## config.mk

```make
export PLATFORM = sky130hd
export DESIGN_NAME = periodic_task_tick_scheduler_top
export DESIGN_NICKNAME = d
export VERILOG_FILES = /design/src/rtl/pts_pkg.sv /design/src/rtl/pts_unit.sv /design/src/rtl/periodic_task_tick_scheduler_top.sv
export SDC_FILE = /design/constraint.sdc
export NUM_CORES = 1
export LEC_CHECK = 0
export ABC_CLOCK_PERIOD_IN_PS = 6600
export BUFFER_PORTS_ARGS = -buffer_cell sky130_fd_sc_hd__buf_4
export CAP_MARGIN = 20
export CORE_UTILIZATION = 35
export CTS_CLUSTER_DIAMETER = 80
export CTS_CLUSTER_SIZE = 25
export DETAILED_ROUTE_END_ITERATION = 7
export HOLD_SLACK_MARGIN = 0.02
export PLACE_DENSITY = 0.53
export SLEW_MARGIN = 40
export SYNTH_ARGS = -nofsm -noshare
export SYNTH_HDL_FRONTEND = slang
export SYNTH_HIERARCHICAL = 1
export SYNTH_SLANG_ARGS = --single-unit
```

## constraint.sdc

```tcl
create_clock -name i_clk -period 6.6 [get_ports i_clk]
set_clock_uncertainty 0.2 [all_clocks]
set_input_delay 0.66 -clock i_clk [delete_from_list [all_inputs] [get_ports i_clk]]
set_output_delay 0.66 -clock i_clk [all_outputs]
set_load 0.05 [all_outputs]
```

## src/rtl/pts_pkg.sv

```systemverilog
// Shared types and constants for the periodic task tick scheduler.
package pts_pkg;

    localparam int NUM_TASKS = 4;
    localparam int IDX_W     = 2;
    localparam int CNT_W     = 3;
    localparam int BUDGET_W  = 8;
    localparam int PERIOD_W  = 16;
    localparam int TICK_W    = 32;
    localparam int MISS_W    = 16;

    typedef enum logic [3:0] {
        S_IDLE   = 4'b0001,
        S_UPDATE = 4'b0010,
        S_SELECT = 4'b0100,
        S_FINISH = 4'b1000
    } t_state;

    typedef enum logic [1:0] {
        CFG_POLICY  = 2'd0,
        CFG_COUNT   = 2'd1,
        CFG_BUDGETS = 2'd2,
        CFG_PERIODS = 2'd3
    } t_cfg_idx;

    typedef enum logic {
        PASS_UPDATE = 1'b0,
        PASS_SELECT = 1'b1
    } t_pass;

    typedef enum logic {
        POLICY_RM  = 1'b0,
        POLICY_EDF = 1'b1
    } t_policy;

    typedef struct packed {
        logic [BUDGET_W-1:0] work;
        logic [PERIOD_W-1:0] phase;
        logic [TICK_W-1:0]   deadline;
    } t_task_st;

    typedef struct packed {
        t_pass            pass;
        logic [IDX_W-1:0] idx;
        logic [CNT_W-1:0] en_count;
        t_policy          mode;
        logic             best_found;
    } t_unit_ctl;

endpackage

```

## src/rtl/pts_unit.sv

```systemverilog
// Shared per-task unit: release and budget reload, or one step of the ready-task pick.
module pts_unit
    import pts_pkg::*;
(
    input  t_unit_ctl           i_ctl,
    input  t_task_st            i_task,
    input  logic [BUDGET_W-1:0] i_budget,
    input  logic [PERIOD_W-1:0] i_period,
    input  logic [TICK_W-1:0]   i_now,
    input  logic [TICK_W-1:0]   i_best_dl,
    output t_task_st            o_task,
    output logic                o_miss,
    output logic                o_take
);

    logic            enabled;
    logic [PERIOD_W:0] phase_inc;

    always_comb begin
        enabled   = ({1'b0, i_ctl.idx} < i_ctl.en_count) && (i_period != '0);
        phase_inc = {1'b0, i_task.phase} + (PERIOD_W+1)'(1);
        o_task    = i_task;
        o_miss    = 1'b0;
        o_take    = 1'b0;
        if (i_ctl.pass == PASS_UPDATE) begin
            if (!enabled) begin
                o_task.work  = '0;
                o_task.phase = '0;
            end else begin
                if (i_task.phase == '0) begin
                    o_miss          = (i_task.work != '0);
                    o_task.work     = i_budget;
                    o_task.deadline = i_now + {{(TICK_W-PERIOD_W){1'b0}}, i_period};
                end
                o_task.phase = (phase_inc >= {1'b0, i_period}) ? '0 : phase_inc[PERIOD_W-1:0];
            end
        end else if (i_task.work != '0) begin
            // Tasks are visited in index order, so the first hit wins under
            // rate monotonic, and a strict compare keeps ties on the lower index.
            if (i_ctl.mode == POLICY_RM) begin
                o_take = !i_ctl.best_found;
            end else begin
                o_take = !i_ctl.best_found || (i_task.deadline < i_best_dl);
            end
        end
    end

endmodule

```

## src/rtl/periodic_task_tick_scheduler_top.sv

```systemverilog
// Top level of the periodic task tick scheduler: sequencer, task state and result register.
//
// Usage: each beat on the input channel (i_in_valid / o_in_ready, field i_restart)
// is one scheduler tick. A restart beat clears the tick count, miss total and all
// task state before the tick is handled. Each tick yields one result beat on the
// output channel (o_out_valid / i_out_ready).
// A tick walks the tasks one per cycle through a single shared unit, first to
// release tasks and reload budgets, then to pick the task that runs. The result
// is loaded into the output register in the finish step once that register is
// free; only then does the sequencer return to idle and take a new tick.
// The configuration port (i_cfg_we, i_cfg_index, i_cfg_data) writes a register
// at once and should be used only while no tick is in flight.
// Reset restores the default configuration and clears all task state.
// A stalled receiver holds the result in the output register; the next tick is
// still taken, and its result waits in the sequencer until the register frees.
module periodic_task_tick_scheduler_top
    import pts_pkg::*;
(
    input  logic                 i_clk,
    input  logic                 i_rst_n,
    input  logic                 i_in_valid,
    output logic                 o_in_ready,
    input  logic                 i_restart,
    output logic                 o_out_valid,
    input  logic                 i_out_ready,
    output logic [TICK_W-1:0]    o_tick_number,
    output logic [IDX_W-1:0]     o_running_task,
    output logic                 o_cpu_idle,
    output logic [NUM_TASKS-1:0] o_miss_mask,
    output logic [TICK_W-1:0]    o_chosen_deadline,
    output logic [MISS_W-1:0]    o_miss_total,
    input  logic                 i_cfg_we,
    input  logic [1:0]           i_cfg_index,
    input  logic [63:0]          i_cfg_data
);

    localparam logic [IDX_W-1:0] LAST_IDX = IDX_W'(NUM_TASKS - 1);

    t_state                        r_state;
    t_policy                       r_mode;
    logic [CNT_W-1:0]              r_count;
    logic [BUDGET_W*NUM_TASKS-1:0] r_budgets;
    logic [PERIOD_W*NUM_TASKS-1:0] r_periods;

    logic [IDX_W-1:0]     r_idx;
    logic [IDX_W-1:0]     r_best;
    logic                 r_found;
    logic [TICK_W-1:0]    r_best_dl;
    logic [TICK_W-1:0]    r_tick;
    logic [MISS_W-1:0]    r_miss_cnt;
    logic [NUM_TASKS-1:0] r_miss_mask;
    t_task_st             r_task [NUM_TASKS];

    logic                 r_out_valid;
    logic [TICK_W-1:0]    r_o_tick;
    logic [IDX_W-1:0]     r_o_task;
    logic                 r_o_idle;
    logic [NUM_TASKS-1:0] r_o_mask;
    logic [TICK_W-1:0]    r_o_dl;
    logic [MISS_W-1:0]    r_o_miss;

    t_unit_ctl           unit_ctl;
    t_task_st            unit_task;
    logic                unit_miss;
    logic                unit_take;
    logic [CNT_W-1:0]    en_count;
    logic [BUDGET_W-1:0] cur_budget;
    logic [PERIOD_W-1:0] cur_period;
    logic                in_beat;
    logic                out_free;

    assign en_count   = (r_count > CNT_W'(NUM_TASKS)) ? CNT_W'(NUM_TASKS) : r_count;
    assign cur_budget = BUDGET_W'(r_budgets >> (BUDGET_W * r_idx));
    assign cur_period = PERIOD_W'(r_periods >> (PERIOD_W * r_idx));
    assign in_beat    = i_in_valid && o_in_ready;
    assign out_free   = !r_out_valid || i_out_ready;

    always_comb begin
        unit_ctl.pass       = (r_state == S_SELECT) ? PASS_SELECT : PASS_UPDATE;
        unit_ctl.idx        = r_idx;
        unit_ctl.en_count   = en_count;
        unit_ctl.mode       = r_mode;
        unit_ctl.best_found = r_found;
    end

    pts_unit u_unit (
        .i_ctl     (unit_ctl),
        .i_task    (r_task[r_idx]),
        .i_budget  (cur_budget),
        .i_period  (cur_period),
        .i_now     (r_tick),
        .i_best_dl (r_best_dl),
        .o_task    (unit_task),
        .o_miss    (unit_miss),
        .o_take    (unit_take)
    );

    always_ff @(posedge i_clk) begin
        if (!i_rst_n) begin
            r_mode    <= POLICY_RM;
            r_count   <= 3'd3;
            r_budgets <= 32'h0001_0402;
            r_periods <= 64'h0000_0014_000A_0005;
        end else if (i_cfg_we) begin
            unique case (t_cfg_idx'(i_cfg_index))
                CFG_POLICY:  r_mode    <= t_policy'(i_cfg_data[0]);
                CFG_COUNT:   r_count   <= i_cfg_data[CNT_W-1:0];
                CFG_BUDGETS: r_budgets <= i_cfg_data[BUDGET_W*NUM_TASKS-1:0];
                CFG_PERIODS: r_periods <= i_cfg_data[PERIOD_W*NUM_TASKS-1:0];
                default: ;
            endcase
        end
    end

    always_ff @(posedge i_clk) begin
        if (!i_rst_n) begin
            r_state     <= S_IDLE;
            r_idx       <= '0;
            r_best      <= '0;
            r_found     <= 1'b0;
            r_best_dl   <= '0;
            r_tick      <= '0;
            r_miss_cnt  <= '0;
            r_miss_mask <= '0;
            r_out_valid <= 1'b0;
            for (int i = 0; i < NUM_TASKS; i++) begin
                r_task[i] <= '0;
            end
        end else begin
            if (r_state == S_FINISH && out_free) begin
                r_out_valid <= 1'b1;
            end else if (i_out_ready) begin
                r_out_valid <= 1'b0;
            end
            unique case (r_state)
                S_IDLE: begin
                    if (in_beat) begin
                        if (i_restart) begin
                            r_tick     <= '0;
                            r_miss_cnt <= '0;
                            for (int i = 0; i < NUM_TASKS; i++) begin
                                r_task[i] <= '0;
                            end
                        end
                        r_idx       <= '0;
                        r_miss_mask <= '0;
                        r_state     <= S_UPDATE;
                    end
                end
                S_UPDATE: begin
                    r_task[r_idx] <= unit_task;
                    if (unit_miss) begin
                        r_miss_mask[r_idx] <= 1'b1;
                        if (r_miss_cnt != '1) begin
                            r_miss_cnt <= r_miss_cnt + MISS_W'(1);
                        end
                    end
                    if (r_idx == LAST_IDX) begin
                        r_idx     <= '0;
                        r_found   <= 1'b0;
                        r_best_dl <= '0;
                        r_state   <= S_SELECT;
                    end else begin
                        r_idx <= r_idx + IDX_W'(1);
                    end
                end
                S_SELECT: begin
                    if (unit_take) begin
                        r_found   <= 1'b1;
                        r_best    <= r_idx;
                        r_best_dl <= r_task[r_idx].deadline;
                    end
                    if (r_idx == LAST_IDX) begin
                        // Point the task index at the winner so the finish step
                        // charges its budget through the same read port.
                        r_idx   <= unit_take ? r_idx : r_best;
                        r_state <= S_FINISH;
                    end else begin
                        r_idx <= r_idx + IDX_W'(1);
                    end
                end
                S_FINISH: begin
                    if (out_free) begin
                        if (r_found) begin
                            r_task[r_idx].work <= r_task[r_idx].work - BUDGET_W'(1);
                        end
                        r_tick  <= r_tick + TICK_W'(1);
                        r_state <= S_IDLE;
                    end
                end
                default: r_state <= S_IDLE;
            endcase
        end
    end

    always_ff @(posedge i_clk) begin
        if (r_state == S_FINISH && out_free) begin
            r_o_tick <= r_tick;
            r_o_task <= r_found ? r_idx : '0;
            r_o_idle <= !r_found;
            r_o_mask <= r_miss_mask;
            r_o_dl   <= r_found ? r_best_dl : '0;
            r_o_miss <= r_miss_cnt;
        end
    end

    assign o_in_ready        = (r_state == S_IDLE);
    assign o_out_valid       = r_out_valid;
    assign o_tick_number     = r_o_tick;
    assign o_running_task    = r_o_task;
    assign o_cpu_idle        = r_o_idle;
    assign o_miss_mask       = r_o_mask;
    assign o_chosen_deadline = r_o_dl;
    assign o_miss_total      = r_o_miss;

`ifndef NO_ASSERTIONS
    a_accept_starts_update: assert property (@(posedge i_clk) disable iff (!i_rst_n)
        in_beat |=> (r_state == S_UPDATE) && (r_idx == '0) && (r_miss_mask == '0))
        else $error("accepted tick did not start the update pass at task zero");

    a_idle_result_clean: assert property (@(posedge i_clk) disable iff (!i_rst_n)
        (o_out_valid && o_cpu_idle) |-> (o_running_task == '0) && (o_chosen_deadline == '0))
        else $error("idle result carries a task or deadline");

    a_finish_has_work: assert property (@(posedge i_clk) disable iff (!i_rst_n)
        (r_state == S_FINISH && r_found) |-> (r_task[r_idx].work != '0))
        else $error("chosen task has no work left to charge");

    a_miss_total_monotonic: assert property (@(posedge i_clk) disable iff (!i_rst_n)
        (r_state == S_SELECT && $past(r_state == S_UPDATE)) |-> (r_miss_cnt >= $past(r_miss_cnt)))
        else $error("miss total went down during a tick");

    a_finish_waits_for_output: assert property (@(posedge i_clk) disable iff (!i_rst_n)
        (r_state == S_FINISH && r_out_valid && !i_out_ready) |=> (r_state == S_FINISH))
        else $error("result left the sequencer while the output register was full");
`endif

endmodule

```

==> results by stage <==
Status:
- The flow ran to the end, and the final reports show no timing, DRC or antenna violations.

Synthesis:
- Counting every net in the synthesized netlist gives 2301.
- The total standard cell area after synthesis is ~24000 um^2.
- By count the netlist is led by sky130_fd_sc_hd__edfxtp_1 (311), sky130_fd_sc_hd__nand2_1 (298), sky130_fd_sc_hd__and2_1 (233).
- Yosys printed 6 warnings.
- The biggest area consumer among synthesized cells is sky130_fd_sc_hd__edfxtp_1.
- Yosys attributes the largest share of cell area to sky130_fd_sc_hd__edfxtp_1 (39%), sky130_fd_sc_hd__dfxtp_1 (16%), sky130_fd_sc_hd__mux4_2 (7.5%), sky130_fd_sc_hd__and2_1 (6.1%), sky130_fd_sc_hd__nand2_1 (4.6%).
- The top cell type by area accounts for between 30 and 40% of the synthesized area.
- The most frequently used cell type in the post-synthesis netlist is sky130_fd_sc_hd__edfxtp_1.
- The count of flip-flops with a built-in enable after synthesis is just over 300.
- Among all flip-flop cells after synthesis, the most frequent one is sky130_fd_sc_hd__edfxtp_1.
- Summing the sequential cell areas from Yosys gives between 50% and 60% of the chip area.
- The number of different library cells used by synthesis comes to 75.
- The synthesized design contains just over 500 register bits.
- The proportion of register bits with asynchronous set or reset after synthesis is 0%.
- Dividing the synthesized area by the synthesized cell count gives approximately 11 um^2.
- The synthesized instance count is 2155.

Setup path:
- The delay of the slowest cell on the worst path is approximately 0.85 ns.
- The endpoint of the worst register-to-register path is r_task[3][34].
- Broken down by cell family, the worst path's largest delay share belongs to simple AND/OR/NAND/NOR gates.
- The number of cells on the worst reg-to-reg path is 14.
- The kind of end point of the critical path is a flop.
- The cell with the largest stage delay on the worst path is sky130_fd_sc_hd__dfxtp_2.
- In this run the worst path has a maximum fanout of 26.
- The flop-to-flop setup slack is between 1 and 1.5 ns.
- For the worst setup path, the data arrival time is 5.38 ns.
- At the worst endpoint, the required time is roughly 7 ns.
- The signal on the critical path passes through mux4_2 -> ha_1 -> nand2_1 -> or3_1 -> or3_1 -> nand2_1 -> ha_1 -> a211oi_1 -> o21ai_1 -> a2111oi_0 -> a31oi_2 -> nor2_2 -> a22o_1 -> and2_1.
- The startpoint type of the worst setup path is a flop.
- By startpoint and endpoint, the worst setup path is classified as reg2reg.
- The critical path contains buffers and inverters numbering 0 combined.

Placed design:
- The HPWL after detailed placement is 46930 um.
- The final RePlAce weighted congestion is about 0.85.
- The number of buffer cells added on primary ports is 160.
- The number of placed instances with taps included is approximately 3100.

CTS:
- The count of cells resized by post-cts repair is 0.
- The later-pin clock latency in the skew report is roughly 0.63 ns.
- In this run the number of H-tree levels came out at 1.
- Counting along the longest clock path gives a buffer depth of 3.
- Clock-pin slew was measured on the worst setup and hold paths at 0.11 ns.
- The total CTS buffers is 30.
- The cell chosen for the clock root is sky130_fd_sc_hd__clkbuf_16.
- The total clock sinks is 507.
- TritonCTS built the clock tree.
- The number of setup buffers added after CTS is 0.
- The count of hold buffers inserted by post-cts repair is 0.

Floorplanning:
- The floorplan step defined a die boundary enclosing 69860 um^2.
- For this design the top-level I/O count stands at roughly 160.
- For this configuration, the core starts out at a cell density of 35.61%.
- The die height is 264.3 um.
- The floorplan step defined a core boundary enclosing 67630 um^2.
- The die boundary width is 264.3 um.
- The floorplan has between 90 and 100 rows.

Timing:
- The transition time at the pin with the least slew margin is approximately 0.83 ns.
- The maximum clock frequency is ~200 MHz.
- The total setup violations reported at the end of the flow is 0.
- In the final timing run, aggregate negative setup slack is 0 ns.
- Setup repair after global routing left no endpoint under its margin.
- The smallest clock period supported by the final layout is computed as around 5 ns.
- Dividing the final minimum period by the clock period gives 77.40%.
- The worst relative slew slack is 44.19%.
- The hold violation total from the final report is 0.
- The number of max-slew violations in the final report is 0.
- The tightest hold path in the finished design has a slack of ~0.063 ns.

Global routing:
- The via count of the first global-routing pass was about 17000.
- The maximum number of pins on one net before global-route repair is 91.
- The global-route wire length before repair is approximately 100000 um.
- The number of antenna violations at the first check in global routing is 2.
- After global routing the overflow that remains totals 0.
- Global routing used 19.48% of the available tracks.

Worst hold path:
- The number of cells traversed by the worst hold path is 3.
- The class of the tightest hold or removal check is in2reg.
- The worst hold path begins at i_cfg_data[17].
- The worst min-delay path endpoint is r_periods[17].

Finish:
- The number of standard cells in the layout, taps in and fillers out is about 3200.
- The synthesis-to-layout area growth is 13.65%.
- The ratio of cells with drive above 1 in the final layout is roughly 16%.
- In the final design database the tool counted between 2000 and 2500 nets.

Pwr:
- After layout, the design draws a total of ~6000 uW.
- Summed over all cells, the static leakage comes to 0.009504 uW.
- IR analysis of the VDD net gives a maximum drop of 0.1708 mV.
- Power spread over the standard cell area amounts to approximately 230 nW/um^2.

Detailed routing:
- The final routed DRC violation total is 0.
- Using the TritonRoute via totals, the vias-per-cell ratio works out to around 5.4.
- The remaining antenna violation count after routing is 0.
- The first routing iteration left 1254 violations.
- The number of detailed-routing iterations run before antenna repair is 5.
- The total routed wirelength is 68390 um.
- Summing over every cut layer, the via total after detailed routing is 17150.
- The final routed wire length divided by cell count is 21.64 um.

Run:
- The tool flagged a number of max-cap violations equal to 0.
## area by class of cell
class / instances / area (um^2)
inverters: 78 / 294.0
flip-flops and latches: 507 / 13270
clock inverters: 18 / 200.2
clock buffers: 38 / 833.3
diodes: 1 / 2.502
repair buffers: 193 / 1526
multi-input cells: 1452 / 10150
well taps: 873 / 1092
fillers: 6503 / 40260
## per-stage QoR
stage	area (um^2)	utilization (%)	setup WS, ns
CTS	27330	40.41	1.455
finish	27370	40.47	1.492
global route	27370	40.47	1.035
global placement	26200	38.74	1.466
floorplan	24080	-	0.8988
detailed placement	26300	38.88	1.541
## power breakdown
part | switching [uW] | internal (uW) | total (uW) | leakage, uW
clock network | 1200 | 957 | 2150 | 0.000504
registers | 39.1 | 3450 | 3490 | 0.00460
logic | 342 | 195 | 537 | 0.00440
## cells in the final DEF, fill, tap and decap left out, types with 24 or more instances in the layout
| cell | instances |
|---|---|
| sky130_fd_sc_hd__clkbuf_16 | 32 |
| sky130_fd_sc_hd__xnor2_1 | 24 |
| sky130_fd_sc_hd__a21oi_1 | 161 |
| sky130_fd_sc_hd__ha_1 | 73 |
| sky130_fd_sc_hd__edfxtp_1 | 311 |
| sky130_fd_sc_hd__nand4_1 | 34 |
| sky130_fd_sc_hd__nand3_1 | 43 |
| sky130_fd_sc_hd__buf_4 | 186 |
| sky130_fd_sc_hd__mux4_2 | 80 |
| sky130_fd_sc_hd__nand2_1 | 297 |
| sky130_fd_sc_hd__dfxtp_1 | 193 |
| sky130_fd_sc_hd__a22o_1 | 40 |
| sky130_fd_sc_hd__o21ai_0 | 50 |
| sky130_fd_sc_hd__inv_1 | 77 |
| sky130_fd_sc_hd__or4_1 | 25 |
| sky130_fd_sc_hd__or3_1 | 24 |
| sky130_fd_sc_hd__and2_1 | 233 |
| sky130_fd_sc_hd__nor2_1 | 109 |
## tightest hold or removal path, cell delays in order
cell                      delay [ns]
sky130_fd_sc_hd__buf_4          0.09
sky130_fd_sc_hd__nand2_1        0.04
sky130_fd_sc_hd__nand3_1        0.06
## sequential cells by signal, summed over array words and instances (netlist names), 3 cells and up, named ones only
signal	cells
o_miss_total	16
r_miss_mask	4
r_task	224
r_miss_cnt	16
r_state	4
r_tick	32
o_miss_mask	4
r_periods	64
r_count	3
r_budgets	32
o_tick_number	32
r_best_dl	32
o_chosen_deadline	32
## how the worst max path moves through the flow
stage | start | end | slack [ns] | cells after the start
final | flop | r_task[3][34] | 1.49 | 14
after global routing | flop | r_task[1][47] | 1.03 | 14
after CTS | flop | r_task[1][47] | 1.46 | 14
after global placement | flop | r_best_dl[25] | 1.47 | 13
after floorplan | r_state[0] | r_tick[3] | 0.90 | 6
after detailed placement | flop | r_task[3][34] | 1.54 | 14
## kinds of logic (layout without fill, tap and decap cells)
kind of cell	count (synthesis)	count (layout)	synth area share [%]
muxes	97	97	8.193
buffers and inverters	196	327	3.221
other	0	1	0
AOI/OAI and AO/OA	364	364	9.451
xor gates and xnor gates	41	41	1.491
DFF	507	507	55.07
adders and majority gates	74	74	3.876
and+or+nand+nor	876	876	18.69
## layer usage
metal  global-route usage, %  wire length [um]  vias up
met3                   3.365              3723       95
met5                       0                13        -
met1                   25.34             29160     8545
met4                   5.484              1917        2
met2                   33.21             33580      468
li1                        -                 -     8043
(Power assumes the default switching activity.)
